--- src/assert_macros.svh ---
// Assertion helpers shared by the timer queue modules.
`ifndef ASSERT_MACROS_SVH
`define ASSERT_MACROS_SVH

// Check that a property holds at every clock edge outside reset.
`define DOTQ_ASSERT(label, clk, rst_n, prop, msg) \
    label: assert property (@(posedge clk) disable iff (!rst_n) prop) \
        else $error(msg);

// Check that a condition never occurs outside reset.
`define DOTQ_NEVER(label, clk, rst_n, cond, msg) \
    label: assert property (@(posedge clk) disable iff (!rst_n) !(cond)) \
        else $error(msg);

`endif

--- src/dotq_pkg.sv ---
`default_nettype none

package dotq_pkg;

    localparam int unsigned TIME_W      = 63;
    localparam int unsigned ID_W        = 8;
    localparam int unsigned STATUS_W    = 3;
    localparam int unsigned MAX_RESULTS = 16;
    localparam int unsigned RES_CNT_W   = $clog2(MAX_RESULTS);

    localparam logic [TIME_W-1:0] MIN_DELAY_US = TIME_W'(100);

    // Operation codes
    localparam logic FUNC_INSERT = 1'b0;
    localparam logic FUNC_EXPIRE = 1'b1;

    // Result status codes
    localparam logic [STATUS_W-1:0] ST_INSERTED    = 3'd0;
    localparam logic [STATUS_W-1:0] ST_FULL        = 3'd1;
    localparam logic [STATUS_W-1:0] ST_DUPLICATE   = 3'd2;
    localparam logic [STATUS_W-1:0] ST_EXPIRED     = 3'd3;
    localparam logic [STATUS_W-1:0] ST_NONE_DUE    = 3'd4;

    // One timer slot
    typedef struct packed {
        logic              valid;
        logic [TIME_W-1:0] when_us;
        logic [ID_W-1:0]   id;
    } entry_t;

    // Operation driven into every cell
    typedef struct packed {
        logic ins;
        logic shl;
    } ctrl_t;

    // Operands broadcast to every cell
    typedef struct packed {
        logic [TIME_W-1:0] now_us;
        logic [TIME_W-1:0] when_us;
        logic [ID_W-1:0]   id;
    } query_t;

endpackage

`default_nettype wire

--- src/dotq_cell.sv ---
`default_nettype none

`include "assert_macros.svh"

module dotq_cell (
    input  wire              clk,
    input  wire              rst_n,
    input  dotq_pkg::ctrl_t  ctrl,
    input  dotq_pkg::query_t qry,
    input  dotq_pkg::entry_t prev_ent,
    input  wire              prev_later,
    input  dotq_pkg::entry_t next_ent,
    output dotq_pkg::entry_t ent,
    output logic             later,
    output logic             due,
    output logic             dup
);
    import dotq_pkg::*;

    logic              valid_reg;
    logic              valid_next;
    logic [TIME_W-1:0] when_reg;
    logic [TIME_W-1:0] when_next;
    logic [ID_W-1:0]   id_reg;
    logic [ID_W-1:0]   id_next;

    // Compare the held timer against the broadcast operands
    always_comb
    begin
        later = !valid_reg || (when_reg > qry.when_us) ||
                ((when_reg == qry.when_us) && (id_reg > qry.id));
        due   = valid_reg && (when_reg <= qry.now_us);
        dup   = valid_reg && (id_reg == qry.id);
    end

    // Insert: take the neighbor's slot or the new timer; expire: advance left
    always_comb
    begin
        valid_next = valid_reg;
        when_next  = when_reg;
        id_next    = id_reg;
        if (ctrl.ins)
        begin
            if (prev_later)
            begin
                valid_next = prev_ent.valid;
                when_next  = prev_ent.when_us;
                id_next    = prev_ent.id;
            end
            else if (later)
            begin
                valid_next = 1'b1;
                when_next  = qry.when_us;
                id_next    = qry.id;
            end
        end
        else if (ctrl.shl)
        begin
            valid_next = next_ent.valid;
            when_next  = next_ent.when_us;
            id_next    = next_ent.id;
        end
    end

    always_ff @(posedge clk or negedge rst_n)
    begin
        if (!rst_n)
        begin
            valid_reg <= 1'b0;
        end
        else
        begin
            valid_reg <= valid_next;
        end
    end

    always_ff @(posedge clk)
    begin
        when_reg <= when_next;
        id_reg   <= id_next;
    end

    assign ent = '{valid: valid_reg, when_us: when_reg, id: id_reg};

    // Occupied slots form a prefix of the row, in deadline order
    `DOTQ_NEVER(a_cell_prefix, clk, rst_n, valid_reg && !prev_ent.valid, "gap in row")
    `DOTQ_NEVER(a_cell_order, clk, rst_n, valid_reg && (prev_ent.when_us > when_reg), "row unsorted")
    // Insert and advance are never requested together
    `DOTQ_NEVER(a_cell_ctrl, clk, rst_n, ctrl.ins && ctrl.shl, "insert and advance together")

endmodule

`default_nettype wire

--- src/deadline_ordered_timer_queue.sv ---
// Channel   Handshake              Ports
// -------   --------------------   ------------------------------------------------
// command   start & !busy          func, now_us, when_us, timer_id
// result    result_valid strobe    status, earlier, rearm_delay_us, expired_id,
//                                  expired_when_us, last
//
// An insert goes through S_IDLE and S_INS from accept to the next possible accept; its result
// shows in the cycle after the command is taken apart by the cell row.
// An expire gives one result beat per removed timer, or a single beat when nothing is due:
// the cell row advances one slot per cycle, so one timer leaves per cycle.
// Reset empties the row at once by clearing the valid bits; no sweep is needed.
// Each result beat is shown for a single cycle and cannot be held off; busy covers the work.
`default_nettype none

`include "assert_macros.svh"

module deadline_ordered_timer_queue #(
    parameter int unsigned TABLE_DEPTH = 16
) (
    input  wire                             clk,
    input  wire                             rst_n,
    input  wire                             start,
    output logic                            busy,
    input  wire                             func,
    input  wire  [dotq_pkg::TIME_W-1:0]     now_us,
    input  wire  [dotq_pkg::TIME_W-1:0]     when_us,
    input  wire  [dotq_pkg::ID_W-1:0]       timer_id,
    output logic                            result_valid,
    output logic [dotq_pkg::STATUS_W-1:0]   status,
    output logic                            earlier,
    output logic [dotq_pkg::TIME_W-1:0]     rearm_delay_us,
    output logic [dotq_pkg::ID_W-1:0]       expired_id,
    output logic [dotq_pkg::TIME_W-1:0]     expired_when_us,
    output logic                            last
);
    import dotq_pkg::*;

    typedef enum logic [2:0] {
        S_IDLE = 3'b001,
        S_INS  = 3'b010,
        S_EXP  = 3'b100
    } state_t;

    state_t                state_reg;
    state_t                state_next;
    query_t                qry_reg;
    query_t                qry_next;
    logic [RES_CNT_W-1:0]  cnt_reg;
    logic [RES_CNT_W-1:0]  cnt_next;

    logic                  rv_reg;
    logic                  rv_next;
    logic [STATUS_W-1:0]   status_reg;
    logic [STATUS_W-1:0]   status_next;
    logic                  earlier_reg;
    logic                  earlier_next;
    logic [TIME_W-1:0]     delay_reg;
    logic [TIME_W-1:0]     delay_next;
    logic [ID_W-1:0]       xid_reg;
    logic [ID_W-1:0]       xid_next;
    logic [TIME_W-1:0]     xwhen_reg;
    logic [TIME_W-1:0]     xwhen_next;
    logic                  last_reg;
    logic                  last_next;

    ctrl_t                 ctrl;
    entry_t                ents   [TABLE_DEPTH];
    logic [TABLE_DEPTH-1:0] later_vec;
    logic [TABLE_DEPTH-1:0] due_vec;
    logic [TABLE_DEPTH-1:0] dup_vec;

    logic                  accept;
    logic                  any_dup;
    logic                  full;
    logic                  is_earliest;
    logic [TIME_W:0]       diff;
    logic [TIME_W-1:0]     delay_val;

    localparam entry_t HEAD_TIE = '{valid: 1'b1, when_us: '0, id: '0};
    localparam entry_t TAIL_TIE = '{valid: 1'b0, when_us: '0, id: '0};

    // Row of timer cells, earliest deadline in cell 0
    for (genvar i = 0; i < TABLE_DEPTH; i++)
    begin : g_cell
        dotq_cell u_cell (
            .clk         (clk),
            .rst_n       (rst_n),
            .ctrl        (ctrl),
            .qry         (qry_reg),
            .prev_ent    ((i == 0) ? HEAD_TIE : ents[(i == 0) ? 0 : i-1]),
            .prev_later  ((i == 0) ? 1'b0 : later_vec[(i == 0) ? 0 : i-1]),
            .next_ent    ((i == TABLE_DEPTH-1) ? TAIL_TIE
                          : ents[(i == TABLE_DEPTH-1) ? i : i+1]),
            .ent         (ents[i]),
            .later       (later_vec[i]),
            .due         (due_vec[i]),
            .dup         (dup_vec[i])
        );
    end

    assign accept = start && (state_reg == S_IDLE);
    assign busy   = (state_reg != S_IDLE);

    // Insert checks and re-arm delay
    always_comb
    begin
        any_dup     = |dup_vec;
        full        = ents[TABLE_DEPTH-1].valid;
        is_earliest = !ents[0].valid || (ents[0].when_us > qry_reg.when_us);
        diff        = {1'b0, qry_reg.when_us} - {1'b0, qry_reg.now_us};
        if (diff[TIME_W] || (diff[TIME_W-1:0] < MIN_DELAY_US))
        begin
            delay_val = MIN_DELAY_US;
        end
        else
        begin
            delay_val = diff[TIME_W-1:0];
        end
    end

    // Sequencer: capture command, drive the row, form results
    always_comb
    begin
        state_next   = state_reg;
        qry_next     = qry_reg;
        cnt_next     = cnt_reg;
        ctrl         = '{ins: 1'b0, shl: 1'b0};
        rv_next      = 1'b0;
        status_next  = status_reg;
        earlier_next = earlier_reg;
        delay_next   = delay_reg;
        xid_next     = xid_reg;
        xwhen_next   = xwhen_reg;
        last_next    = last_reg;
        case (state_reg)
            S_IDLE:
            begin
                if (accept)
                begin
                    qry_next = '{now_us: now_us, when_us: when_us, id: timer_id};
                    cnt_next = '0;
                    state_next = (func == FUNC_EXPIRE) ? S_EXP : S_INS;
                end
            end
            S_INS:
            begin
                rv_next      = 1'b1;
                earlier_next = 1'b0;
                delay_next   = '0;
                xid_next     = '0;
                xwhen_next   = '0;
                last_next    = 1'b1;
                if (any_dup)
                begin
                    status_next = ST_DUPLICATE;
                end
                else if (full)
                begin
                    status_next = ST_FULL;
                end
                else
                begin
                    status_next  = ST_INSERTED;
                    ctrl.ins     = 1'b1;
                    earlier_next = is_earliest;
                    delay_next   = is_earliest ? delay_val : '0;
                end
                state_next = S_IDLE;
            end
            S_EXP:
            begin
                rv_next      = 1'b1;
                earlier_next = 1'b0;
                delay_next   = '0;
                if (due_vec[0])
                begin
                    status_next = ST_EXPIRED;
                    xid_next    = ents[0].id;
                    xwhen_next  = ents[0].when_us;
                    ctrl.shl    = 1'b1;
                    last_next   = !due_vec[1] || (cnt_reg == RES_CNT_W'(MAX_RESULTS-1));
                    cnt_next    = cnt_reg + RES_CNT_W'(1);
                end
                else
                begin
                    status_next = ST_NONE_DUE;
                    xid_next    = '0;
                    xwhen_next  = '0;
                    last_next   = 1'b1;
                end
                if (last_next)
                begin
                    state_next = S_IDLE;
                end
            end
            default:
            begin
                state_next = S_IDLE;
            end
        endcase
    end

    always_ff @(posedge clk or negedge rst_n)
    begin
        if (!rst_n)
        begin
            state_reg <= S_IDLE;
            cnt_reg   <= '0;
            rv_reg    <= 1'b0;
        end
        else
        begin
            state_reg <= state_next;
            cnt_reg   <= cnt_next;
            rv_reg    <= rv_next;
        end
    end

    always_ff @(posedge clk)
    begin
        qry_reg     <= qry_next;
        status_reg  <= status_next;
        earlier_reg <= earlier_next;
        delay_reg   <= delay_next;
        xid_reg     <= xid_next;
        xwhen_reg   <= xwhen_next;
        last_reg    <= last_next;
    end

    assign result_valid    = rv_reg;
    assign status          = status_reg;
    assign earlier         = earlier_reg;
    assign rearm_delay_us  = delay_reg;
    assign expired_id      = xid_reg;
    assign expired_when_us = xwhen_reg;
    assign last            = last_reg;

    // A result beat always follows a working cycle
    `DOTQ_ASSERT(a_res_after_work, clk, rst_n, result_valid |-> $past(busy), "stray result")
    // The final beat of an item frees the block; earlier beats keep it busy
    `DOTQ_ASSERT(a_last_frees, clk, rst_n, result_valid |-> (last != busy), "busy/last mismatch")
    // A taken command makes the block busy in the next cycle
    `DOTQ_ASSERT(a_accept_busy, clk, rst_n, (start && !busy) |=> busy, "command not taken")

endmodule

`default_nettype wire
--- config.mk ---
export PLATFORM = sky130hd
export DESIGN_NAME = deadline_ordered_timer_queue
export DESIGN_NICKNAME = d
export VERILOG_FILES = /design/src/dotq_pkg.sv /design/src/dotq_cell.sv /design/src/deadline_ordered_timer_queue.sv
export VERILOG_INCLUDE_DIRS = /design/src /design/src/src
export SDC_FILE = /design/constraint.sdc
export NUM_CORES = 2
export LEC_CHECK = 0
export BUFFER_PORTS_ARGS = -buffer_cell sky130_fd_sc_hd__buf_4
export CAP_MARGIN = 25
export CORE_UTILIZATION = 44
export DETAILED_ROUTE_END_ITERATION = 12
export PLACE_DENSITY_LB_ADDON = 0.1
export REMOVE_ABC_BUFFERS = 1
export SLEW_MARGIN = 20
export SYNTH_ARGS = -nofsm -noshare
export SYNTH_HDL_FRONTEND = slang
export SYNTH_SLANG_ARGS = --single-unit
--- constraint.sdc ---
create_clock -name clk -period 16.5 [get_ports clk]
set_clock_uncertainty 0.05 [all_clocks]
set_input_delay 1.65 -clock clk [delete_from_list [all_inputs] [get_ports clk]]
set_output_delay 1.65 -clock clk [all_outputs]
set_load 0.05 [all_outputs]
-- Word-level counts from Yosys, hierarchy flattened
Cells that the tools add are included.
W data, S select, Z words.
- register bits: 1433
- bits of input ports: 138
- logic and storage cells: 484
- $add $sub $neg: 2
- magnitude comparators: 35
- eq/ne operators: 56
- multiplexer cells: 221
- reductions and logical operators: 110
- operators by type and width (kind ; count):
    $mux W63 ; 68
    $eq A63 B63 Y1 ; 16
    $gt A63 B63 Y1 ; 16
    $mux W8 ; 64
    $pmux W63 S2 ; 2
    $eq A8 B8 Y1 ; 16
    $gt A8 B8 Y1 ; 16
    $le A63 B63 Y1 ; 2
    $mux W1 ; 74
    $sub A63 B63 Y64 ; 1
    $lt A63 B7 Y1 const B ; 1
    $ne A3 B1 Y1 const B ; 16
    $reduce_and A2 Y1 ; 18
    $logic_and A1 B1 Y1 ; 35
    $logic_or A1 B1 Y1 ; 34
    $logic_not A1 Y1 ; 17
    $pmux W8 S2 ; 1
    $reduce_or A16 Y1 ; 1
    $mux W3 ; 5
    $pmux W3 S2 ; 2
    $mux W4 ; 2
    $pmux W4 S2 ; 1
    $reduce_bool A2 Y1 ; 3
    $add A4 B1 Y4 const B ; 1
    other kinds (9) ; 12

-- Depth between registers and ports, before layout
- depth in word-level cells: 8
- depth in mapped cells: 16
- depth with buffers taken out: 14

-- Cells and area by module
A second synthesis with hierarchy kept.
- cell total of the unflattened synthesis: 14253
- area total of the unflattened synthesis: 129897.1 um^2
- by module, submodules not included (module ; instances ; cells each ; area each (um^2)):
    dotq_cell ; 16 ; 794 ; 7086.8
    deadline_ordered_timer_queue ; 1 ; 1549 ; 16508.3

-- Worst setup path before layout
No wires, ideal clock.
- path kind: reg-to-reg
- start point: register qry_reg[57] (netlist name)
- end point: register g_cell[14].u_cell.id_reg[0] (enable)
- library setup time: 0.543 ns
- data arrival time: 7.271 ns
- data required time: 15.907 ns
- path slack: 8.636 ns
- cell stages (with the launch flop): 17
- path buffers: 3
- cells stage by stage: edfxtp_1 > clkbuf_1 > inv_1 > ha_1 > nand4_1 > nor4_1 > nand4_1 > or3_1 > or3_1 > nor4_1 > or4_1 > nor4_1 > a31oi_1 > buf_2 > buf_2 > inv_1 > a31oi_1
- longest elaborated chain between the ends: 5
- elaborated cells between the ends (all ways): 12
- RTL lines (element ; RTL line ; RTL):
    start, declared ; deadline_ordered_timer_queue.sv:46 ; query_t qry_reg;
    start signal, assigned ; deadline_ordered_timer_queue.sv:221 ; qry_reg <= qry_next;
    $gt A63 B63 Y1 / $eq A63 B63 Y1 (equally long branches) ; dotq_cell.sv:30, dotq_cell.sv:31 ;
    $logic_or A1 B1 Y1 / $logic_and A1 B1 Y1 (equally long branches) ; dotq_cell.sv:30, dotq_cell.sv:31 ;
    $logic_or A1 B1 Y1 ; dotq_cell.sv:30 ; later = !valid_reg || (when_reg > qry.when_us) ||
    $ne A3 B1 Y1 (no line) * ; n/a ;
    $reduce_and A2 Y1 (no line) * ; n/a ;
    end signal, assigned ; dotq_cell.sv:80 ; id_reg <= id_next;
    end, declared ; dotq_cell.sv:24 ; logic [ID_W-1:0] id_reg;
Every way passes the cells marked *; elsewhere a longest branch is shown, timed or not.
A chain may end at the register's enable or synchronous reset.

-- Worst setup path after layout
- start point: register qry_reg[55] (netlist name)
- end point: register g_cell[14].u_cell.when_reg[56] (data pin)
- longest elaborated chain between the ends: 5
- elaborated cells between the ends (all ways): 7
- RTL lines (element ; RTL line ; RTL):
    $gt A63 B63 Y1 / $eq A63 B63 Y1 (equally long branches) ; dotq_cell.sv:30, dotq_cell.sv:31 ;
    $logic_or A1 B1 Y1 / $logic_and A1 B1 Y1 (equally long branches) ; dotq_cell.sv:30, dotq_cell.sv:31 ;
    $logic_or A1 B1 Y1 * ; dotq_cell.sv:30 ;
    $mux W63 * ; dotq_cell.sv:44 ; if (prev_later)
    $mux W63 * ; dotq_cell.sv:42 ; if (ctrl.ins)
    named net g_cell[14].u_cell.when_next[56] ; dotq_cell.sv:23 ; logic [TIME_W-1:0] when_next;
    end signal, assigned ; dotq_cell.sv:79 ; when_reg <= when_next;
    end, declared ; dotq_cell.sv:22 ; logic [TIME_W-1:0] when_reg;
Mark *: on every way through the listed nets, which the timed path passes. The rest lies on a longest branch.

==> flow_metrics.py <==
metrics = {
    "final_layout": {
        "mostFrequentLayoutCells": "edfxtp_1, ha_1, nand2_1, o21ai_0, mux2i_1",
        "largest_reg_flops": 1008,
        "syn2layout_area_growth_pct": 11.1,
        "layout.cells.most_common": "edfxtp_1",
        "nNetsFinal": 11830,
        "layout-drive-gt1-share_pct": 9.00,
        "design_area_um2": 114000,
        "fillers": 21303,
    },
    "route": {
        "drt_iter0_drc": 9867,
        "wl_per_cell_um": 33.1,
        "drtAntennaViolNets": 0,
        "viasPerCell": 6.45,
        "vias": 87858,
        "wirelength_um": 450000,
        "drc_errors": 0,
        "first_pass_iters": 10,
    },
    "global_route": {
        "grt_pass1_vias": 84858,
        "grt_pass1_wl_um": 632000,
        "grt_antenna_before_repair": 35,
        "grt_usage_pct": 37.3,
        "grt_max_degree": 237,
        "grt.overflow.total": 0,
    },
    "worst_setup_path": {
        "end_kind": "register",
        "critical_path_arrival_ns": 8.91,
        "slowest_stage": "or3_1",
        "critPathRequiredTime_ns": 17.00,
        "reg2reg_from": "qry_reg[55]",
        "crit_buf_inv": 5,
        "crit_family": "simple AND/OR/NAND/NOR gates",
        "crit_path_start_kind": "register",
        "crit_path_frequent_cell": "buf_4",
        "crit_path_start": "qry_reg[55]",
        "crit_fanout": 32,
        "worstPathCellList": "inv_1 -> buf_4 -> ha_1 -> nand4_1 -> nor4_1 -> nand4_1 -> or3_1 -> or3_1 -> a21oi_1 -> nor4_1 -> a31oi_4 -> buf_4 -> buf_4 -> buf_16 -> mux2i_1 -> o21ai_0",
        "critPathKind": "register to register",
        "slowest_delay_ns": 0.85,
    },
    "floorplanning": {
        "die_w_um": 485,
        "die_area_um2": 235000,
        "start_util_pct": 44.5,
        "rows": 176,
        "core_um2": 231000,
        "io_pins": 279,
        "die_h_um": 485,
    },
    "synthesis": {
        "synth_area_leader_cell": "edfxtp_1",
        "synth_top_flop_cell": "edfxtp_1",
        "netlist_area_um2": 103000,
        "synthArstFlopShare_pct": 1.67,
        "netlist.area_leader.share_pct": 41.2,
        "synth_cells": 10408,
        "synth_area_per_cell_um2": 9.86,
        "yosysWarnings": 0,
        "synth.distinct_cells": 86,
        "seq_area_frac_synth_pct": 41.8,
        "synth_edf_count": 1409,
        "synth_area_leaders": "edfxtp_1, ha_1, mux2i_1",
        "synth-seq-cells": 1433,
    },
    "clock_network": {
        "postCtsSetupBuffers": 0,
        "cts_root_buffer": "clkbuf_16",
        "cts_made_buffers": 174,
        "htreeDepth": 4,
        "clkSinkCount": 1433,
        "clk_transition_reported_paths_ns": 0.06,
        "clk_latency_ns": 0.86,
        "max-clock-path-buffers": 3,
        "cts_tree": "built",
        "cts_hold_buf": 0,
        "cts_resized": 0,
    },
    "power_and_ir_drop": {
        "power.leakage_uw": 0.0476,
        "p_per_area_nw_per_um2": 109,
        "power.total_uw": 12400,
        "max-vdd-ir-drop_uv": 115,
    },
    "timing": {
        "worst_hold_slack_ns": 0.462,
        "drv_slew": 0,
        "grt_setup_unrepaired": "false",
        "tightest_slew_ns": 1.24,
        "fin_ws_ns": 8.10,
        "post-route-period-util_pct": 50.9,
        "timing.fmax_mhz": 119,
        "setup-tns-final_ns": 0,
        "finalCriticalPeriod_ns": 8.40,
        "setup_viol": 0,
        "relSlewSlack_pct": 16.7,
        "hold_viol": 0,
    },
    "run": {
        "cap_violations": 0,
    },
    "placement": {
        "place_ws_ns": 8.37,
        "gp_congestion": 1.04,
        "hpwl_um": 329000,
        "io_buffers": 278,
        "placed_area_um2": 108000,
    },
    "worst_hold_path": {
        "hp-class": "register to register",
        "min_from": "cnt_reg[2]",
    },
    "run_status": {
        "outcome": "finished, final reports clean",
    },
}
[worst reg2reg max path, stage by stage (launching register included)]
cell and delay [ns]:
edfxtp_1 0.83, inv_1 0.15, buf_4 0.27, ha_1 0.32
nand4_1 0.16, nor4_1 0.70, nand4_1 0.67, or3_1 0.85
or3_1 0.65, a21oi_1 0.83, nor4_1 0.20, a31oi_4 0.34
buf_4 0.74, buf_4 0.62, buf_16 0.34, mux2i_1 0.29
o21ai_0 0.10
[layout make-up]
cell class                 count  area, um^2  area share, %
multi-input combinational   8067       56800           49.8
sequential                  1433       42900           37.7
clock buffer                 231        4670           4.10
timing repair buffer         545        4220           3.70
tap                         3026        3790           3.32
inverter                     207         785          0.688
clock inverter                85         769          0.675
antenna                       17        42.5         0.0373
[routing by layer]
metal	wire, um	share of wire, %	vias up	GRT usage [%]
li1	-	-	39219	-
met1	178000	40	43294	47.1
met2	205000	45	4215	59.6
met3	33900	7.5	1107	5.91
met4	32700	7.3	23	23.6
met5	166	0.037	-	0
[cells in the mapped netlist, types with 10 or more instances]
| cell | count |
|---|---|
| nand4_1 | 274 |
| ha_1 | 1263 |
| xnor2_1 | 27 |
| mux2i_1 | 839 |
| nor2b_1 | 98 |
| nor3_1 | 422 |
| and4_1 | 15 |
| clkbuf_1 | 567 |
| a221oi_1 | 22 |
| buf_1 | 39 |
| nand3_1 | 240 |
| or2_2 | 10 |
| buf_2 | 85 |
| and2_1 | 83 |
| nor4_1 | 247 |
| a211oi_1 | 32 |
| buf_4 | 10 |
| inv_1 | 207 |
| a21boi_0 | 11 |
| a2111oi_0 | 12 |
| o21bai_1 | 12 |
| xor2_1 | 18 |
| o221ai_1 | 14 |
| o21a_1 | 101 |
| o31ai_1 | 79 |
| edfxtp_1 | 1409 |
| a31oi_1 | 31 |
| nand2b_1 | 34 |
| o21ai_0 | 1032 |
| o311ai_0 | 18 |
| and3_1 | 12 |
| or3_1 | 175 |
| a21o_1 | 382 |
| dfrtp_1 | 23 |
| mux2_2 | 74 |
| a21oi_1 | 441 |
| nor2_1 | 736 |
| o211ai_1 | 37 |
| nand2_1 | 1097 |
| o21ai_1 | 37 |
[power by group]
group	internal, uW	switching [uW]	leakage, uW
logic	1220	2700	0.0317
clock network	2160	1690	0.00265
registers	4340	291	0.0132
total	7720	4680	0.0476
[stage by stage]
stage	instances	utilization (%)
after global placement	13258	46.9
after global routing	13596	49.4
final	13611	49.4
after detailed placement	13275	47.0
after CTS	13591	49.3
after floorplan	9707	-
[cell families after synthesis]
group	share of synthesized area [%]
and+or+nand+nor	16.2
AOI/OAI and AO/OA	13.7
DFF	41.8
adders and majority gates	15.4
muxes	9.00
buffers and inverters	3.46
xor gates and xnor gates	0.384
[worst paths after layout]
| kind | depth (start not counted) | slack, ns | end |
|---|---|---|---|
| setup / recovery | 16 | 8.10 | g_cell[14].u_cell.when_reg[56] |
| hold / removal | 1 | 0.46 | cnt_reg[2] |
| setup reg to reg | 16 | 8.10 | g_cell[14].u_cell.when_reg[56] |
| hold reg to reg | 1 | 0.46 | cnt_reg[2] |
| max in group asynchronous | 1 | 15.16 | g_cell[5].u_cell.valid_reg |
| min in group asynchronous | 1 | 0.74 | state_reg[2] |
No activity file was read; power rests on OpenSTA's default activity.
